$ cat src/rtl/atc_pkg.sv
`timescale 1ns / 1ps
// ----------------------------------------------------------------------------
// atc_pkg: shared types and constants of the address tag cache
// Command codes, field widths and controller-to-datapath command struct.
// ----------------------------------------------------------------------------
package atc_pkg;

	localparam int ENTRIES_DEF = 10;
	localparam int ADDR_W      = 64;
	localparam int HIT_INDEX_W = 4;

	typedef enum logic [1:0] {
		OP_INS_EXPORT  = 2'd0,
		OP_INS_UNKNOWN = 2'd1,
		OP_LOOKUP      = 2'd2,
		OP_INVALIDATE  = 2'd3
	} atc_op_t;

	typedef struct packed {
		logic load;  // capture request into stage 1
		logic exec;  // execute stage 1 item, load result register
	} atc_cmd_t;

endpackage

$ cat src/rtl/atc_req_if.sv
`timescale 1ns / 1ps
// ----------------------------------------------------------------------------
// atc_req_if / atc_rsp_if: request and response channels
// Valid/ready channels; a transfer happens when valid and ready are both high.
// ----------------------------------------------------------------------------
interface atc_req_if import atc_pkg::*; ();
	logic                valid;
	logic                ready;
	atc_op_t             cmd;
	logic [ADDR_W-1:0]   code_address;
	logic [ADDR_W-1:0]   range_base;
	logic [ADDR_W-1:0]   range_length;

	modport source (output valid, cmd, code_address, range_base, range_length, input ready);
	modport sink   (input valid, cmd, code_address, range_base, range_length, output ready);
endinterface

interface atc_rsp_if import atc_pkg::*; ();
	logic                   valid;
	logic                   ready;
	logic                   hit;
	logic [HIT_INDEX_W-1:0] hit_index;
	logic                   is_export;
	logic                   is_unknown;

	modport source (output valid, hit, hit_index, is_export, is_unknown, input ready);
	modport sink   (input valid, hit, hit_index, is_export, is_unknown, output ready);
endinterface

$ cat src/rtl/atc_ctrl.sv
`timescale 1ns / 1ps
// ----------------------------------------------------------------------------
// atc_ctrl: transfer control of the address tag cache
// Tracks occupancy of the staging register and the result register.
// ----------------------------------------------------------------------------
module atc_ctrl import atc_pkg::*; (
	input  logic     clk,
	input  logic     arst_n,
	input  logic     req_valid,
	output logic     req_ready,
	output logic     rsp_valid,
	input  logic     rsp_ready,
	output atc_cmd_t cmd
);

	typedef enum logic [1:0] {
		ST_EMPTY,
		ST_STAGED,
		ST_DONE,
		ST_BOTH
	} state_t;

	state_t state_q;
	state_t state_d;
	logic   s1_valid;
	logic   s1_next;
	logic   out_next;

	always_comb begin
		unique case (state_q)
			ST_EMPTY:  begin s1_valid = 1'b0; rsp_valid = 1'b0; end
			ST_STAGED: begin s1_valid = 1'b1; rsp_valid = 1'b0; end
			ST_DONE:   begin s1_valid = 1'b0; rsp_valid = 1'b1; end
			ST_BOTH:   begin s1_valid = 1'b1; rsp_valid = 1'b1; end
			default:   begin s1_valid = 1'b0; rsp_valid = 1'b0; end
		endcase
	end

	always_comb begin
		cmd.exec  = s1_valid && (!rsp_valid || rsp_ready);
		req_ready = !s1_valid || cmd.exec;
		cmd.load  = req_valid && req_ready;
		s1_next   = cmd.load || (s1_valid && !cmd.exec);
		out_next  = cmd.exec || (rsp_valid && !rsp_ready);
		unique case ({s1_next, out_next})
			2'b00:   state_d = ST_EMPTY;
			2'b10:   state_d = ST_STAGED;
			2'b01:   state_d = ST_DONE;
			2'b11:   state_d = ST_BOTH;
			default: state_d = ST_EMPTY;
		endcase
	end

	always_ff @(posedge clk or negedge arst_n) begin
		if (!arst_n) begin
			state_q <= ST_EMPTY;
		end else begin
			state_q <= state_d;
		end
	end

endmodule

$ cat src/rtl/atc_dpath.sv
`timescale 1ns / 1ps
// ----------------------------------------------------------------------------
// atc_dpath: entry storage, comparators and result register
// Stage 1 holds the request and the range end; execution updates entries.
// ----------------------------------------------------------------------------
module atc_dpath import atc_pkg::*; #(
	parameter int ENTRIES = ENTRIES_DEF
) (
	input  logic                   clk,
	input  logic                   arst_n,
	input  atc_cmd_t               cmd,
	input  atc_op_t                op,
	input  logic [ADDR_W-1:0]      code_address,
	input  logic [ADDR_W-1:0]      range_base,
	input  logic [ADDR_W-1:0]      range_length,
	output logic                   hit,
	output logic [HIT_INDEX_W-1:0] hit_index,
	output logic                   is_export,
	output logic                   is_unknown
);

	localparam int IDX_W = $clog2(ENTRIES);
	localparam int PTR_W = $clog2(ENTRIES + 1);

	atc_op_t           op_s1;
	logic [ADDR_W-1:0] addr_s1;
	logic [ADDR_W-1:0] base_s1;
	logic [ADDR_W-1:0] end_s1;

	logic [ADDR_W-1:0] addr_q [ENTRIES];
	logic              exp_q  [ENTRIES];
	logic              unk_q  [ENTRIES];
	logic [PTR_W-1:0]  ptr_q;

	logic [ENTRIES-1:0] lk_match;
	logic [ENTRIES-1:0] iv_match;
	logic [IDX_W-1:0]   sel_idx;
	logic [PTR_W-1:0]   wp;
	logic               is_ins;

	always_ff @(posedge clk) begin
		if (cmd.load) begin
			op_s1   <= op;
			addr_s1 <= code_address;
			base_s1 <= range_base;
			end_s1  <= range_base + range_length;
		end
	end

	always_comb begin
		sel_idx = '0;
		for (int i = ENTRIES - 1; i >= 0; i--) begin
			lk_match[i] = (addr_q[i] == addr_s1);
			iv_match[i] = (addr_q[i] >= base_s1) && (addr_q[i] < end_s1);
			if (lk_match[i]) begin
				sel_idx = IDX_W'(i);
			end
		end
		wp     = (ptr_q >= PTR_W'(ENTRIES)) ? '0 : ptr_q;
		is_ins = (op_s1 == OP_INS_EXPORT) || (op_s1 == OP_INS_UNKNOWN);
	end

	always_ff @(posedge clk or negedge arst_n) begin
		if (!arst_n) begin
			for (int i = 0; i < ENTRIES; i++) begin
				addr_q[i] <= '0;
				exp_q[i]  <= 1'b0;
				unk_q[i]  <= 1'b0;
			end
			ptr_q <= '0;
		end else if (cmd.exec) begin
			if (is_ins) begin
				addr_q[wp[IDX_W-1:0]] <= addr_s1;
				exp_q[wp[IDX_W-1:0]]  <= (op_s1 == OP_INS_EXPORT);
				unk_q[wp[IDX_W-1:0]]  <= (op_s1 == OP_INS_UNKNOWN);
				ptr_q                 <= wp + PTR_W'(1);
			end else if (op_s1 == OP_INVALIDATE) begin
				for (int i = 0; i < ENTRIES; i++) begin
					if (iv_match[i]) begin
						addr_q[i] <= '0;
						exp_q[i]  <= 1'b0;
						unk_q[i]  <= 1'b0;
					end
				end
			end
		end
	end

	always_ff @(posedge clk) begin
		if (cmd.exec) begin
			if (op_s1 == OP_LOOKUP && (|lk_match)) begin
				hit        <= 1'b1;
				hit_index  <= HIT_INDEX_W'(sel_idx);
				is_export  <= exp_q[sel_idx];
				is_unknown <= unk_q[sel_idx];
			end else begin
				hit        <= 1'b0;
				hit_index  <= '0;
				is_export  <= 1'b0;
				is_unknown <= 1'b0;
			end
		end
	end

endmodule

$ cat src/rtl/address_tag_cache_round_robin.sv
`timescale 1ns / 1ps
// ----------------------------------------------------------------------------
// address_tag_cache_round_robin: round-robin fully associative address cache
// Insert, lookup and range invalidate over a small set of 64-bit addresses.
// ----------------------------------------------------------------------------
// Every request transfer yields exactly one response transfer; only lookups
// report a hit, inserts and invalidates answer with all fields zero. A request
// spends time in a staging register, where the range end is summed, and is
// then executed against the ENTRIES parallel comparators that update the
// entries and load the response register; the
// block sustains one request per cycle while the response side keeps up.
// No clearing pass: entries reset to address zero at once.
module address_tag_cache_round_robin import atc_pkg::*; #(
	parameter int ENTRIES = ENTRIES_DEF
) (
	input  logic       clk,
	input  logic       arst_n,
	atc_req_if.sink    req,
	atc_rsp_if.source  rsp
);

	atc_cmd_t cmd;

	atc_ctrl u_ctrl (
		.clk       (clk),
		.arst_n    (arst_n),
		.req_valid (req.valid),
		.req_ready (req.ready),
		.rsp_valid (rsp.valid),
		.rsp_ready (rsp.ready),
		.cmd       (cmd)
	);

	atc_dpath #(
		.ENTRIES (ENTRIES)
	) u_dpath (
		.clk          (clk),
		.arst_n       (arst_n),
		.cmd          (cmd),
		.op           (req.cmd),
		.code_address (req.code_address),
		.range_base   (req.range_base),
		.range_length (req.range_length),
		.hit          (rsp.hit),
		.hit_index    (rsp.hit_index),
		.is_export    (rsp.is_export),
		.is_unknown   (rsp.is_unknown)
	);

	a_miss_zero: assert property (@(posedge clk) disable iff (!arst_n)
		rsp.valid && !rsp.hit |-> rsp.hit_index == '0 && !rsp.is_export && !rsp.is_unknown)
		else $error("miss response carries nonzero fields");

	a_flags_excl: assert property (@(posedge clk) disable iff (!arst_n)
		rsp.valid |-> $onehot0({rsp.is_export, rsp.is_unknown}))
		else $error("entry with both flags set");

	a_stall_ready: assert property (@(posedge clk) disable iff (!arst_n)
		rsp.valid && !rsp.ready && !req.ready |=> !req.ready || rsp.ready)
		else $error("request accepted while staging and result are blocked");

endmodule

$ cat src/flat_wrapper.sv
// flat-port wrapper written by rule: the top's interface ports become plain ports
module address_tag_cache_round_robin_flat import atc_pkg::*;
#(
	parameter int ENTRIES = ENTRIES_DEF
)
  (clk, arst_n, req_valid, req_cmd, req_code_address, req_range_base, req_range_length, req_ready, rsp_valid, rsp_hit, rsp_hit_index, rsp_is_export, rsp_is_unknown, rsp_ready);
  atc_req_if req_i ();
  atc_rsp_if rsp_i ();
  input  logic clk;
  input  logic arst_n;
  input wire logic [$bits(req_i.valid)-1:0] req_valid;
  input wire logic [$bits(req_i.cmd)-1:0] req_cmd;
  input wire logic [$bits(req_i.code_address)-1:0] req_code_address;
  input wire logic [$bits(req_i.range_base)-1:0] req_range_base;
  input wire logic [$bits(req_i.range_length)-1:0] req_range_length;
  output wire logic [$bits(req_i.ready)-1:0] req_ready;
  output wire logic [$bits(rsp_i.valid)-1:0] rsp_valid;
  output wire logic [$bits(rsp_i.hit)-1:0] rsp_hit;
  output wire logic [$bits(rsp_i.hit_index)-1:0] rsp_hit_index;
  output wire logic [$bits(rsp_i.is_export)-1:0] rsp_is_export;
  output wire logic [$bits(rsp_i.is_unknown)-1:0] rsp_is_unknown;
  input wire logic [$bits(rsp_i.ready)-1:0] rsp_ready;
  assign req_i.valid = req_valid;
  assign req_i.cmd = req_cmd;
  assign req_i.code_address = req_code_address;
  assign req_i.range_base = req_range_base;
  assign req_i.range_length = req_range_length;
  assign req_ready = req_i.ready;
  assign rsp_valid = rsp_i.valid;
  assign rsp_hit = rsp_i.hit;
  assign rsp_hit_index = rsp_i.hit_index;
  assign rsp_is_export = rsp_i.is_export;
  assign rsp_is_unknown = rsp_i.is_unknown;
  assign rsp_i.ready = rsp_ready;
  address_tag_cache_round_robin #(.ENTRIES(ENTRIES)) u_core (.clk(clk), .arst_n(arst_n), .req(req_i), .rsp(rsp_i));
endmodule
$ cat config.mk
export PLATFORM = sky130hd
export DESIGN_NAME = address_tag_cache_round_robin_flat
export DESIGN_NICKNAME = d
export VERILOG_FILES = /design/src/rtl/atc_pkg.sv /design/src/rtl/atc_req_if.sv /design/src/rtl/atc_ctrl.sv /design/src/rtl/atc_dpath.sv /design/src/rtl/address_tag_cache_round_robin.sv /design/src/flat_wrapper.sv
export SDC_FILE = /design/constraint.sdc
export NUM_CORES = 2
export LEC_CHECK = 0
export ABC_AREA = 1
export BUFFER_PORTS_ARGS = -buffer_cell sky130_fd_sc_hd__buf_2
export CAP_MARGIN = 40
export CORE_ASPECT_RATIO = 1.1
export CORE_MARGIN = 2
export CORE_UTILIZATION = 45
export CTS_CLUSTER_SIZE = 30
export DETAILED_ROUTE_END_ITERATION = 10
export PLACE_DENSITY = 0.69
export SLEW_MARGIN = 40
export SYNTH_ARGS = -nofsm -noshare
export SYNTH_HDL_FRONTEND = slang
export SYNTH_HIERARCHICAL = 1
export SYNTH_SLANG_ARGS = --single-unit
$ cat constraint.sdc
create_clock -name clk -period 5.1 [get_ports clk]
set_input_delay 0.765 -clock clk [delete_from_list [all_inputs] [get_ports clk]]
set_output_delay 0.765 -clock clk [all_outputs]
set_load 0.01 [all_outputs]
==> flow_summary.yaml <==
critical_path:
  crit_arrival_ns: 5.72
  end_kind: "flop"
  critPathKind: "reg2reg"
  r2r.worst_path.cells: 17
  worstReg2RegEnd: "u_core/u_dpath/addr_q[208]$_DFFE_PN0P_"
  start_kind: "flop"
  r2r_start: "u_core/u_dpath/base_s1[62]$_DFFE_PP_"
  rrSetupSlack_ns: 0.01
  cp_max_fo: 64
  worst_ep_required_time_ns: 5.74
synth:
  synth_cell_types: 61
  synth_edf_count: 201
  yosys.area_share.xor_xnor_pct: 5.26
  yosysWarnings: 6
  syn_nets: 10966
  synth-seq-area-share_pct: 30.5
  synthMuxAreaShare_pct: 0
  async_reset_ff_share_pct: 76.8
  synth_top_area_cell: "ha_1"
  synth_top_area_share_pct: 22.5
  synth-compound-area-share_pct: 12.1
  ys_ff_latch: 867
  yosysMostFrequentCell: "nand2_1"
  synth.avg_cell_area_um2: 7.88
  ys.flop_type: "dfrtp_1"
  yosys-top-cells-area: "ha_1 23%, dfrtp_1 22%, nand2_1 12%"
  syn_inst: 9430
  synth.cell_area_mm2: 0.0743
  ys_top_cells_by_count: "2336 x nand2_1, 1337 x ha_1, 735 x inv_1"
  synth_top_family_by_area: "simple AND/OR/NAND/NOR gates"
  synthSimpleGateAreaFrac_pct: 23.6
  synthAdderAreaFrac_pct: 22.5
global_routing:
  grt_overflow_total: 0
  use_met2_pct: 57.8
  grt.busiest_layer: "met2"
  grt_pass1_vias: 69830
  grt_util_all_layers_pct: 38.8
  grt_max_degree: 120
  met3_usage_pct: 9.95
  antenna_found_initial: 11
  grt_first_pass_wirelength_um: 475000
  met1_usage_pct: 46.4
route:
  drc: 0
  wire_per_inst_um: 27.6
  ant_nets: 0
  via_per_inst: 6.11
  drtPass1Iterations: 8
  drt_iter0_drc: 8570
  wl_um: 332000
  num_vias: 73540
placed_design:
  pre_cts_ws_ns: 0.375
  dp_hpwl_um: 251000
  io_buffer_count: 206
  dp.cells: 11821
  gp_congestion: 1.09
worst_hold_path:
  min_path_type: "in2reg"
  min-delay-start: "req_code_address[9]"
  hold_depth: 1
  whs_endpoint: "u_core/u_dpath/addr_s1[9]$_DFFE_PP_"
clock_tree:
  cts_buffer_depth: 3
  h-tree-depth: 3
  cts_tree: "yes"
  cts-resized-gates: 0
  clock_tree.root_cell: "clkbuf_16"
  clkTransAtPathRegs_ns: 0.06
  cts.sink_count: 867
  insertion_delay_ns: 0.79
  numCtsBuffers: 109
cells_and_area:
  layout-drive-gt1-share_pct: 8.75
  instances_no_fill: 12041
  syn_to_final_growth_pct: 11.9
  final_nets: 11259
  nFillCells: 15834
outcome:
  outcome: "completed"
power_and_ir_drop:
  peakVddDrop_mv: 0.315
  power_density_mw_per_mm2: 362
  p_total_w: 0.0301
  p_leak_nw: 40.6
sta:
  skew_ns: 0.0518
  setup_violations: 0
  fmax_ghz: 0.197
  maxSlewViolCount: 0
  hold_viol: 0
  period_share_pct: 99.7
  grt_setup_unrepaired: "no"
  worst_slack_ns: 0.0148
  worst_slew_pin_slew_ns: 0.968
  period_needed_ns: 5.09
  slew_headroom_pct: 35.5
  final.setup.tns_ns: 0
flow_run:
  cap_violations: 0
floorplanning:
  die_x_um: 392
  fp.coreArea_mm2: 0.164
  io_pins: 207
  die-area_mm2: 0.168
  rows: 156
  die-height_um: 430
  start_util_pct: 45.3
[worst max path at each step]
stage,start,end,slack [ns],depth (start not counted)
3_5_place_dp,req_range_base[0],u_core/u_dpath/end_s1[62]$_DFFE_PP_,0.38,17
5_1_grt,u_core/u_dpath/base_s1[62]$_DFFE_PP_,u_core/u_dpath/addr_q[212]$_DFFE_PN0P_,0.11,17
4_1_cts,u_core/u_dpath/base_s1[63]$_DFFE_PP_,u_core/u_dpath/addr_q[204]$_DFFE_PN0P_,0.45,17
3_3_place_gp,u_core/u_dpath/base_s1[63]$_DFFE_PP_,u_core/u_dpath/addr_q[208]$_DFFE_PN0P_,0.11,17
2_1_floorplan,rsp_ready,u_core/u_dpath/addr_s1[0]$_DFFE_PP_,0.76,4
6_report,u_core/u_dpath/base_s1[62]$_DFFE_PP_,u_core/u_dpath/addr_q[208]$_DFFE_PN0P_,0.01,17
[repair_timing]
action,in CTS,in global routing
hold buffers,0,1
hold endpoints to repair,0,31
buffers inserted,0,0
[cells by family after synthesis]
kind of cell / after synthesis
XOR/XNOR: 446
AO/OA/AOI/OAI: 1583
flip-flops: 867
adder cells (fa/ha/maj): 1338
buffers and inverters: 1064
AND/OR/NAND/NOR: 4132
[report_power, final]
part | total [W] | internal (W) | switching, W
Combinational | 0.0119 | 0.00393 | 0.00794
Sequential | 0.0100 | 0.00829 | 0.00171
Clock | 0.00827 | 0.00474 | 0.00354
[routing by layer]
layer  up-vias  routed length (um)
met2      4408              139000
met5         -                  90
met3      1287               37300
met4        12               34600
met1     34796              121000
li1      33037                   -
[flip-flops by register name (all words and copies together) (netlist names), 2 cells and up]
register                  count
u_core/u_dpath/addr_q       640
u_core/u_dpath/addr_s1       64
u_core/u_dpath/base_s1       64
u_core/u_dpath/end_s1        64
u_core/u_dpath/exp_q         10
u_core/u_dpath/unk_q         10
u_core/u_dpath/hit_index      4
u_core/u_dpath/ptr_q          4
u_core/u_ctrl/state_q         2
u_core/u_dpath/op_s1          2
[metrics by stage]
stage	util, %	instance area, um2	hold slack [ns]
floorplan	-	74300	0.433
global placement	48.2	79100	0.448
detailed placement	48.3	79300	0.464
CTS	50.6	83100	0.0552
global route	50.7	83100	0.147
finish	50.7	83200	0.151
[cell usage in the layout, fill, tap and decap left out, types with 244 or more instances in the layout]
cell	instances
a21oi_1	668
inv_1	732
o21ai_0	503
nand2_1	2321
xnor2_1	328
dfrtp_1	666
nand3_1	563
ha_1	1337
nand4_1	244
nor2_1	688
[worst max-delay path: stages (launching register included)]
cell and delay, ns:
edfxtp_1 0.37, inv_1 0.26, buf_4 0.32, ha_1 0.17
nand2_1 0.04, inv_1 0.06, nand3_1 0.09, nor3_1 0.50
nor4b_2 0.75, and3_1 0.56, nand4_1 0.40, nand3_1 0.34
nand3_1 0.11, nand2_1 0.12, nand2_4 0.26, buf_12 0.35
nand2_1 0.09, o21ai_0 0.09
[area by class of cell]
type / count / area (um2) / area share (%)
clock buffers: 134 / 3030 / 3.64
inverters: 753 / 2840 / 3.42
diodes: 9 / 22.5 / 0.0271
flip-flops and latches: 867 / 22700 / 27.3
multi-input cells: 7499 / 47500 / 57.1
repair buffers: 493 / 3640 / 4.37
well taps: 2212 / 2770 / 3.33
clock inverters: 74 / 702 / 0.844
Note: power is estimated with default switching activity, not from simulation.
